File: src/hdl/sbas_pkg.sv
// Package of the safety button arming sequencer: configuration and result
// structures, register indexes, window limits and event codes.
// Depends on nothing; every other file of the block uses it.
`default_nettype none

package sbas_pkg;

   // Tick counter and its windows
   localparam int unsigned COUNT_W = 8;
   localparam logic [COUNT_W-1:0] FIRST_WINDOW  = 8'd30;
   localparam logic [COUNT_W-1:0] SECOND_WINDOW = 8'd60;
   localparam logic [COUNT_W-1:0] RESET_WINDOW  = 8'd150;
   localparam logic [COUNT_W-1:0] COUNT_LIMIT   = 8'd255;

   // Blink step runs over 48 steps, three per pattern bit
   localparam int unsigned STEP_W = 6;
   localparam logic [STEP_W-1:0] STEP_LAST = 6'd47;
   // Reciprocal of three, exact for steps below 48
   localparam logic [6:0] THIRD_MUL   = 7'd43;
   localparam int unsigned THIRD_SHIFT = 7;

   // Configuration port
   localparam int unsigned CSR_INDEX_W = 3;
   localparam int unsigned CSR_DATA_W  = 16;
   localparam logic [CSR_INDEX_W-1:0] CSR_BUTTON_ENABLED  = 3'd0;
   localparam logic [CSR_INDEX_W-1:0] CSR_AIRFRAME_KIND   = 3'd1;
   localparam logic [CSR_INDEX_W-1:0] CSR_PRESS_THRESHOLD = 3'd2;
   localparam logic [CSR_INDEX_W-1:0] CSR_REFUSE_PATTERN  = 3'd3;
   localparam logic [CSR_INDEX_W-1:0] CSR_INIT_PATTERN    = 3'd4;
   localparam logic [CSR_INDEX_W-1:0] CSR_SAFE_PATTERN    = 3'd5;
   localparam logic [11:0] PRESS_THRESHOLD_RESET = 12'h200;

   // Airframe kinds
   localparam logic [1:0] AIRFRAME_NONE       = 2'd0;
   localparam logic [1:0] AIRFRAME_MULTIROTOR = 2'd1;
   localparam logic [1:0] AIRFRAME_AIRPLANE   = 2'd2;

   // Beep events
   localparam logic [1:0] BEEP_NONE = 2'd0;
   localparam logic [1:0] BEEP_INIT = 2'd1;
   localparam logic [1:0] BEEP_SAFE = 2'd2;
   localparam logic [1:0] BEEP_FAIL = 2'd3;

   // Motor commands
   localparam logic [1:0] MOTOR_NONE      = 2'd0;
   localparam logic [1:0] MOTOR_MIN_PULSE = 2'd1;
   localparam logic [1:0] MOTOR_DISABLE   = 2'd2;

   typedef struct packed {
      logic        button_enabled;
      logic [1:0]  airframe_kind;
      logic [11:0] press_threshold;
      logic [15:0] refuse_pattern;
      logic [15:0] init_pattern;
      logic [15:0] safe_pattern;
   } cfg_type;

   typedef struct packed {
      logic       safe_to_output;
      logic [1:0] motor_command;
      logic [1:0] beep_event;
      logic       led_on;
   } result_type;

endpackage

`default_nettype wire

File: src/hdl/sbas_csr.sv
// Configuration register file of the safety button arming sequencer.
// Depends on sbas_pkg for the register indexes and the cfg_type structure.
`default_nettype none

module sbas_csr (
   input  wire logic                              clock,
   input  wire logic                              reset,
   input  wire logic                              csr_valid,
   output logic                                   csr_ready,
   input  wire logic [sbas_pkg::CSR_INDEX_W-1:0]  csr_index,
   input  wire logic [sbas_pkg::CSR_DATA_W-1:0]   csr_data,
   output sbas_pkg::cfg_type                      cfg
);

   sbas_pkg::cfg_type cfg_ff;
   sbas_pkg::cfg_type cfg_in;

   // Always ready for a write transaction
   assign csr_ready = 1'b1;
   assign cfg       = cfg_ff;

   // Decode the write
   always_comb begin
      cfg_in = cfg_ff;
      if (csr_valid) begin
         case (csr_index)
            sbas_pkg::CSR_BUTTON_ENABLED:  cfg_in.button_enabled  = csr_data[0];
            sbas_pkg::CSR_AIRFRAME_KIND:   cfg_in.airframe_kind   = csr_data[1:0];
            sbas_pkg::CSR_PRESS_THRESHOLD: cfg_in.press_threshold = csr_data[11:0];
            sbas_pkg::CSR_REFUSE_PATTERN:  cfg_in.refuse_pattern  = csr_data;
            sbas_pkg::CSR_INIT_PATTERN:    cfg_in.init_pattern    = csr_data;
            sbas_pkg::CSR_SAFE_PATTERN:    cfg_in.safe_pattern    = csr_data;
            default: ;
         endcase
      end
   end

   always_ff @(posedge clock) begin
      if (reset) begin
         cfg_ff.button_enabled  <= 1'b0;
         cfg_ff.airframe_kind   <= sbas_pkg::AIRFRAME_NONE;
         cfg_ff.press_threshold <= sbas_pkg::PRESS_THRESHOLD_RESET;
         cfg_ff.refuse_pattern  <= 16'h0000;
         cfg_ff.init_pattern    <= 16'h0000;
         cfg_ff.safe_pattern    <= 16'h0000;
      end else begin
         cfg_ff <= cfg_in;
      end
   end

endmodule

`default_nettype wire

File: src/hdl/sbas_step.sv
// Sequencer state and the single-pass step logic for one tick.
// Depends on sbas_pkg for window limits, codes and structures.
`default_nettype none

module sbas_step (
   input  wire logic              clock,
   input  wire logic              reset,
   input  wire logic              step_fire,
   input  wire logic [11:0]       button_sample,
   input  wire logic              armed,
   input  wire sbas_pkg::cfg_type cfg,
   output sbas_pkg::result_type   result
);

   logic [sbas_pkg::COUNT_W-1:0] tick_count_ff, tick_count_in;
   logic                         wait_flag_ff, wait_flag_in;
   logic                         safe_flag_ff, safe_flag_in;
   logic [sbas_pkg::STEP_W-1:0]  blink_step_ff, blink_step_in;
   logic [15:0]                  current_pattern_ff, current_pattern_in;
   logic                         led_level_ff, led_level_in;

   logic                         pressed;
   logic                         motors;
   logic [sbas_pkg::COUNT_W-1:0] count;
   logic [12:0]                  step_prod;
   logic [3:0]                   bit_index;

   assign pressed   = button_sample <= cfg.press_threshold;
   assign motors    = (cfg.airframe_kind == sbas_pkg::AIRFRAME_MULTIROTOR) ||
                      (cfg.airframe_kind == sbas_pkg::AIRFRAME_AIRPLANE);
   // Pattern bit is blink_step / 3
   assign step_prod = 13'(blink_step_ff) * 13'(sbas_pkg::THIRD_MUL);
   assign bit_index = step_prod[sbas_pkg::THIRD_SHIFT +: 4];

   // Work out one tick
   always_comb begin
      tick_count_in      = tick_count_ff;
      wait_flag_in       = wait_flag_ff;
      safe_flag_in       = safe_flag_ff;
      blink_step_in      = blink_step_ff;
      current_pattern_in = current_pattern_ff;
      led_level_in       = led_level_ff;
      count              = tick_count_ff;

      result.led_on         = led_level_ff;
      result.beep_event     = sbas_pkg::BEEP_NONE;
      result.motor_command  = sbas_pkg::MOTOR_NONE;
      result.safe_to_output = cfg.button_enabled ? safe_flag_ff : 1'b1;

      if (cfg.button_enabled && !armed) begin
         if (count < sbas_pkg::FIRST_WINDOW) begin
            current_pattern_in = cfg.refuse_pattern;
         end else if (count > sbas_pkg::FIRST_WINDOW && count < sbas_pkg::SECOND_WINDOW) begin
            // Init-arm window
            current_pattern_in = cfg.init_pattern;
            if (count == sbas_pkg::FIRST_WINDOW + 8'd1) begin
               result.beep_event = sbas_pkg::BEEP_INIT;
            end
            if (pressed) begin
               wait_flag_in = 1'b1;
               if (motors) begin
                  result.motor_command = sbas_pkg::MOTOR_MIN_PULSE;
               end
            end else if (!wait_flag_ff) begin
               count = sbas_pkg::FIRST_WINDOW + 8'd1;
            end
         end else if (count > sbas_pkg::SECOND_WINDOW && count < sbas_pkg::RESET_WINDOW) begin
            // Safe-to-arm window; wait flag cleared on entry
            current_pattern_in = cfg.safe_pattern;
            if (count == sbas_pkg::SECOND_WINDOW + 8'd1) begin
               result.beep_event = sbas_pkg::BEEP_SAFE;
               wait_flag_in      = 1'b0;
            end
            if (pressed) begin
               wait_flag_in = 1'b1;
               safe_flag_in = 1'b1;
            end else if (!wait_flag_in) begin
               count = sbas_pkg::SECOND_WINDOW + 8'd1;
            end
         end else if (count > sbas_pkg::RESET_WINDOW) begin
            // Reset zone
            if (count == sbas_pkg::RESET_WINDOW + 8'd1) begin
               result.beep_event = sbas_pkg::BEEP_FAIL;
               wait_flag_in      = 1'b0;
            end else if (pressed) begin
               count        = '0;
               safe_flag_in = 1'b0;
               if (motors) begin
                  result.motor_command = sbas_pkg::MOTOR_DISABLE;
               end
            end else begin
               count = sbas_pkg::COUNT_LIMIT - 8'd2;
            end
         end

         // Blink the LED from the pattern in use
         led_level_in  = current_pattern_in[bit_index];
         blink_step_in = (blink_step_ff == sbas_pkg::STEP_LAST) ? '0 : blink_step_ff + 6'd1;

         // Advance the saturating counter while released
         if (!pressed && count < sbas_pkg::COUNT_LIMIT) begin
            count = count + 8'd1;
         end
         tick_count_in = count;

         result.led_on         = led_level_in;
         result.safe_to_output = safe_flag_in;
      end
   end

   // Commit state on each accepted transaction
   always_ff @(posedge clock) begin
      if (reset) begin
         tick_count_ff      <= '0;
         wait_flag_ff       <= 1'b0;
         safe_flag_ff       <= 1'b0;
         blink_step_ff      <= '0;
         current_pattern_ff <= '0;
         led_level_ff       <= 1'b0;
      end else if (step_fire) begin
         tick_count_ff      <= tick_count_in;
         wait_flag_ff       <= wait_flag_in;
         safe_flag_ff       <= safe_flag_in;
         blink_step_ff      <= blink_step_in;
         current_pattern_ff <= current_pattern_in;
         led_level_ff       <= led_level_in;
      end
   end

endmodule

`default_nettype wire

File: src/hdl/safety_button_arming_sequencer.sv
// Top level of the safety button arming sequencer: stream ports, register
// file, step logic and the result register. Depends on sbas_pkg, sbas_csr
// and sbas_step.
//
//   channel  direction  handshake              payload
//   req      in         req_tvalid/req_tready  req_tdata[15:0]  one tick
//   rsp      out        rsp_tvalid/rsp_tready  rsp_tdata[7:0]   one result
//   csr      in         csr_valid/csr_ready    csr_index, csr_data
//
// The step logic runs from the request port into the result register, and
// a tick is taken every cycle while the result register is empty or being
// drained in the same cycle.
// Reset is synchronous; it clears the sequencer state, the registers to their
// defaults and the result valid flag. A stalled result holds its data and
// blocks further ticks until it is taken.
`default_nettype none

module safety_button_arming_sequencer (
   input  wire logic                              clock,
   input  wire logic                              reset,
   // [11:0] button_sample, [12] armed, [15:13] zero
   input  wire logic [15:0]                       req_tdata,
   input  wire logic                              req_tvalid,
   output logic                                   req_tready,
   // [0] led_on, [2:1] beep_event, [4:3] motor_command, [5] safe_to_output,
   // [7:6] zero
   output logic [7:0]                             rsp_tdata,
   output logic                                   rsp_tvalid,
   input  wire logic                              rsp_tready,
   input  wire logic                              csr_valid,
   output logic                                   csr_ready,
   input  wire logic [sbas_pkg::CSR_INDEX_W-1:0]  csr_index,
   input  wire logic [sbas_pkg::CSR_DATA_W-1:0]   csr_data
);

   sbas_pkg::cfg_type    cfg;
   sbas_pkg::result_type result;
   sbas_pkg::result_type rsp_data_ff;
   logic                 rsp_valid_ff, rsp_valid_in;
   logic                 req_fire;

   assign req_tready = !rsp_valid_ff || rsp_tready;
   assign req_fire   = req_tvalid && req_tready;

   sbas_csr u_csr (
      .clock     (clock),
      .reset     (reset),
      .csr_valid (csr_valid),
      .csr_ready (csr_ready),
      .csr_index (csr_index),
      .csr_data  (csr_data),
      .cfg       (cfg)
   );

   sbas_step u_step (
      .clock         (clock),
      .reset         (reset),
      .step_fire     (req_fire),
      .button_sample (req_tdata[11:0]),
      .armed         (req_tdata[12]),
      .cfg           (cfg),
      .result        (result)
   );

   // Hold the result until the downstream takes it
   always_comb begin
      rsp_valid_in = rsp_valid_ff;
      if (req_fire) begin
         rsp_valid_in = 1'b1;
      end else if (rsp_tready) begin
         rsp_valid_in = 1'b0;
      end
   end

   always_ff @(posedge clock) begin
      if (reset) begin
         rsp_valid_ff <= 1'b0;
      end else begin
         rsp_valid_ff <= rsp_valid_in;
      end
   end

   always_ff @(posedge clock) begin
      if (req_fire) begin
         rsp_data_ff <= result;
      end
   end

   assign rsp_tvalid = rsp_valid_ff;
   assign rsp_tdata  = {2'b00, rsp_data_ff};

   // An accepted tick always yields a result in the next cycle
   a_fire_gives_result: assert property (@(posedge clock) disable iff (reset)
      req_fire |=> rsp_tvalid)
      else $error("accepted tick produced no result");

   // Disabled or armed ticks issue neither beep nor motor command
   a_idle_quiet: assert property (@(posedge clock) disable iff (reset)
      (req_fire && (!cfg.button_enabled || req_tdata[12])) |=> (rsp_tdata[4:1] == 4'd0))
      else $error("beep or motor command while disabled or armed");

   // No motor command without a motor-driving airframe
   a_no_motor_kind: assert property (@(posedge clock) disable iff (reset)
      (req_fire && !(cfg.airframe_kind == sbas_pkg::AIRFRAME_MULTIROTOR ||
                     cfg.airframe_kind == sbas_pkg::AIRFRAME_AIRPLANE))
      |=> (rsp_tdata[4:3] == sbas_pkg::MOTOR_NONE))
      else $error("motor command issued for an airframe without motors");

endmodule

`default_nettype wire

File: config.mk
export PLATFORM = sky130hd
export DESIGN_NAME = safety_button_arming_sequencer
export DESIGN_NICKNAME = d
export VERILOG_FILES = /design/src/hdl/sbas_pkg.sv /design/src/hdl/sbas_csr.sv /design/src/hdl/sbas_step.sv /design/src/hdl/safety_button_arming_sequencer.sv
export SDC_FILE = /design/constraint.sdc
export NUM_CORES = 1
export LEC_CHECK = 0
export BUFFER_PORTS_ARGS = -buffer_cell sky130_fd_sc_hd__buf_2
export CORE_MARGIN = 2
export CORE_UTILIZATION = 65
export CTS_CLUSTER_SIZE = 12
export DETAILED_ROUTE_END_ITERATION = 10
export PLACE_DENSITY = 0.86
export SLEW_MARGIN = 20
export SYNTH_ARGS = -nofsm -noshare
export SYNTH_HDL_FRONTEND = slang
export SYNTH_SLANG_ARGS = --single-unit
File: constraint.sdc
create_clock -name clock -period 6.45 [get_ports clock]
set_input_delay 1.29 -clock clock [delete_from_list [all_inputs] [get_ports clock]]
set_output_delay 1.29 -clock clock [all_outputs]
set_load 0.03 [all_outputs]
# [After elaboration in Yosys (flattened, before gate mapping)]
# Index checks and enable logic that the tools add are counted.
[word_totals] output_inout_bits=11 regBits=103 elab_cells=120
[classes] mux=54 reduce_logical=23 magnitude_cmp=9 multipliers=1 add_sub_neg=2 n_eq_ne=12 bitwise_logic=2
[op_table] operator="$mux 8" count=12
[op_table] operator="$mux 16" count=4
[op_table] operator="$mux 1" count=24
[op_table] operator="$lt 8x8->1 const B" count=2
[op_table] operator="$mux 2" count=8
[op_table] operator="$reduce_and 2->1" count=7
[op_table] operator="$le 12x12->1" count=1
[op_table] operator="$mux 4" count=3
[op_table] operator="$mux 6" count=2
[op_table] operator="$mul 6x6->11 const B" count=1
[op_table] operator="$add 8x1->8 const B" count=1
[op_table] operator="$eq 8x5->1 const B" count=1
[op_table] operator="$eq 8x6->1 const B" count=1
[op_table] operator="$eq 8x8->1 const B" count=1
[op_table] operator="$gt 8x5->1 const B" count=1
[op_table] operator="$gt 8x6->1 const B" count=1
[op_table] operator="$gt 8x8->1 const B" count=1
[op_table] operator="$lt 8x5->1 const B" count=1
[op_table] operator="$lt 8x6->1 const B" count=1
[op_table] operator="$add 6x1->6 const B" count=1
[op_table] operator="$eq 3x2->1 const B" count=2
[op_table] operator="$eq 3x3->1 const B" count=2
[op_table] operator="$eq 6x6->1 const B" count=1
[op_table] operator="$reduce_and 6->1" count=1
[op_table] operator="14 further kinds" count=23

# [Depth between registers and ports, before layout]
[logic_depth] word_depth=15 depth_mapped=16 depth_no_buf=16

# [Hierarchy]
# Synthesis repeated with hierarchy kept, for this count alone.
[unflattened] hier_cells=670 hier_area_um2=6349.8
[by_module_without_submodules] mod="sbas_step" area_each_um2=3529.6 instances=1 cells_each=427
[by_module_without_submodules] mod="sbas_csr" area_each_um2=2566.2 instances=1 cells_each=229
[by_module_without_submodules] mod="safety_button_arming_sequencer" area_each_um2=254.0 instances=1 cells_each=14

# [Worst setup path after synthesis]
# No wires, ideal clock.
[synth_path] path_type="register -> register" start="reg u_step.blink_step_ff[3] (netlist bit)" end="reg rsp_data_ff, in the netlist rsp_tdata[0] (data pin)" arrival_ns=3.592 stages_incl_launch_ff=15 path_buffers=0 path_slack_ns=2.713 path_cell_list="dfxtp_1 -> ha_1 -> inv_1 -> fa_1 -> inv_1 -> fa_1 -> ha_1 -> nor3_1 -> a22oi_1 -> xnor2_1 -> o221ai_1 -> or3_1 -> a311oi_2 -> a32oi_1 -> o21ai_1"
[synth_rtl] item="start, declared" line="sbas_step.sv:18" text="logic [sbas_pkg::STEP_W-1:0] blink_step_ff, blink_step_in;"
[synth_rtl] item="start signal, assigned" line="sbas_step.sv:124" text="blink_step_ff <= blink_step_in;"
[synth_rtl] item="end signal, assigned" line="safety_button_arming_sequencer.sv:85" text="rsp_data_ff <= result;"
[synth_rtl] item="end, declared" line="safety_button_arming_sequencer.sv:38" text="sbas_pkg::result_type rsp_data_ff;"

==> reports/results.tsv <==
stage	metric	value	unit
timing	Final Hold Vio Count	0	
route	# DRC	0	
timing	Fmax	211	MHz
place	Routability Congestion	0.959	
place	PortBufs	44	
clocking	CTS tree	done	
worst_hold_path	Hold WC Path Type	reg2reg	
setup_path	Worst EP required	6.68	ns
yosys	post-synth cell types	77	
global_routing	vias in the first global route	5528	
yosys	Syn Std Cell Area	6010	um^2
place	Cell Area, Placed	6170	um^2
power	worst vdd ir	0.124	mV
timing	max-slew violation count	0	
global_routing	initial antenna violation count	0	
clocking	CTS sink cnt	103	
route	first-iteration detailed-routing DRC count	478	
die	height of the die	100	um
place	dpl cells	872	
setup_path	CP startpoint kind	register	
clocking	Clock Latency Late Sink	0.38	ns
setup_path	critical path's largest stage delay	0.80	ns
timing	Worst-Margin Slew	1.15	ns
yosys	cells after synthesis	761	
die	std cell rows	35	
die	Core Region	9110	um^2
layout	fin nets	854	
die	# IOs	51	
clocking	Post-CTS Setup Bufs	0	
global_routing	first-pass GRT wire length	26700	um
timing	Final Cycle Share	0.733	
die	initial core utilization	0.659	
yosys	most frequent cells after synthesis	146 x nand2_1, 97 x dfxtp_1, 90 x a21oi_1	
route	drt first pass iters	5	
layout	Post-Layout Cell Count	888	
yosys	sequential fraction of the synthesis area	0.353	
clocking	CTS Root Cell	clkbuf_8	
setup_path	CP Capture Type	register	
layout	# diodes	0	
yosys	Seq cells post-synth	103	
yosys	Post-synth EDFFs	6	
layout	Finished Cell Area	6360	um^2
yosys	Post-Syn Area per Cell	7.89	um^2
status	outcome	complete, no violations	
global_routing	total grt overflow	0	
die	Die ar.	10000	um^2
clocking	cts repair resizes	0	
timing	Setup WS post-layout	1.72	ns
route	via/cell ratio	6.54	
timing	Relative slew margins	0.231	
yosys	largest area contributor in the synthesized netlist	dfxtp_1	
timing	skew final	0.0106	ns
setup_path	WP data arrival	4.96	ns
layout	layout cells sized above 1	0.112	
route	Routed WL per cell	18.4	um
setup_path	CP most frequent cell	inv_1	
global_routing	Global Route Usage Sum	0.334	
setup_path	CP Max Fanout	6	
clocking	CTS Hold Bufs	0	
clocking	htree depth	3	
timing	final setup fails	0	
route	via count	5805	
place	DP Wirelength	11200	um
yosys	ys async rst share	0	
power	P per Cell Area	181	nW/um^2
layout	Area Growth Syn to Fin	5.98	%
yosys	Synth Warn #	0	
job	max cap viols	0	
place	DP Worst Slack	1.86	ns
route	antenna viol nets, final	0	
yosys	prevailing post-synth register cell	dfxtp_1	
timing	final setup TNS	0	ns
yosys	ranking of synthesized cells by area	dfxtp_1 32%, nand2_1 9.1%, ha_1 7.9%	
setup_path	CP max-delay cell	xnor2_1	
setup_path	Crit Path Category	reg2reg	
timing	RSZ-0062 raised after global routing	no	
clocking	Clk pin slew, worst setup/hold paths	0.11	ns
layout	fillcell total	766	
yosys	post-synth top area share	0.323	
timing	crit path time final	4.73	ns
clocking	maximum clock insertion buffer count	2	
clocking	CTS buffer count	9	
yosys	most frequent cell after synthesis	nand2_1	
route	final wirelength	16300	um
power	P_leak	2.40	nW
die	Die W	100	um
setup_path	CP Cell Sequence	inv_1, ha_1, inv_1, ha_1, inv_1, fa_1, inv_1, ha_1, o21ai_0, a22oi_1, xnor2_1, o221ai_1, or3_1, a311oi_2, a32oi_1, o21ai_1	
global_routing	pin count of the biggest net entering global routing	52	
## path summary, 6_finish.rpt
| kind | from | end | slack [ns] | cells past startpoint |
|---|---|---|---|---|
| max | u_step.blink_step_ff[4] | rsp_tdata[0] | 1.72 | 16 |
| min | u_csr.cfg[36] | u_csr.cfg[36] | 0.46 | 2 |
| min reg2reg | u_csr.cfg[36] | u_csr.cfg[36] | 0.46 | 2 |
| max reg2reg | u_step.blink_step_ff[4] | rsp_tdata[0] | 1.72 | 16 |
## through the flow
step / power [mW] / hold slack [ns] / utilization
2_1_floorplan: 0.728 / 0.432 / -
3_3_place_gp: 0.757 / 0.438 / 0.677
3_5_place_dp: 0.762 / 0.446 / 0.677
4_1_cts: 1.15 / 0.461 / 0.698
5_1_grt: 1.19 / 0.477 / 0.699
6_report: 1.15 / 0.460 / 0.699
## cell families after synthesis
family          share of synthesized area
mux                                0.0100
simple gates                        0.238
buf+inv                            0.0585
other cells                       0.00125
fa+ha+maj                          0.0925
compound gates                      0.221
xor+xnor                           0.0248
flops                               0.353
## area by class of cell
class | instances | area, um^2 | area share
multi-input combinational | 579 | 3550 | 0.557
sequential | 103 | 2120 | 0.333
timing repair buffer | 48 | 250 | 0.0393
tap | 111 | 139 | 0.0218
clock buffer | 10 | 128 | 0.0201
inverter | 31 | 116 | 0.0183
clock inverter | 6 | 62.6 | 0.00983
## worst max-delay path: cells and delay by family, from the launching register on
| kind | cells | cell delay, ns |
|---|---|---|
| compound gates | 6 | 1.31 |
| xor+xnor | 1 | 0.80 |
| fa+ha+maj | 4 | 1.36 |
| buf+inv | 4 | 0.24 |
| flops | 1 | 0.45 |
| simple gates | 1 | 0.41 |
## state kept, by name, indices dropped and copies added (netlist names)
register,flops
u_csr.cfg,63
u_step.current_pattern_ff,16
u_step.tick_count_ff,8
rsp_tdata,6
u_step.blink_step_ff,6
rsp_tvalid,1
u_step.led_level_ff,1
u_step.safe_flag_ff,1
u_step.wait_flag_ff,1
## power breakdown
| part | internal [mW] | leakage, nW | switching, mW |
|---|---|---|---|
| logic | 0.0294 | 1.46 | 0.0622 |
| clock network | 0.151 | 0.0961 | 0.253 |
| registers | 0.652 | 0.841 | 0.00634 |
## cells in the final DEF (no fill, tap or decap), drive strengths merged, types with 12 or more instances in the layout
cell type / n
a211oi: 15
a21oi: 90
buf: 48
dfxtp: 97
ha: 38
inv: 34
nand2: 148
nand3: 13
nor2: 67
nor3: 24
o21ai: 17
or3: 12
xnor2: 12
## metal layers
layer	GRT usage	vias up	wire length, um
met5	0	-	0
met4	0.145	0	563
met3	0.0474	53	1400
met2	0.567	323	8040
met1	0.425	2699	6330
li1	-	2730	-
Note: power is estimated with default switching activity, not from simulation.
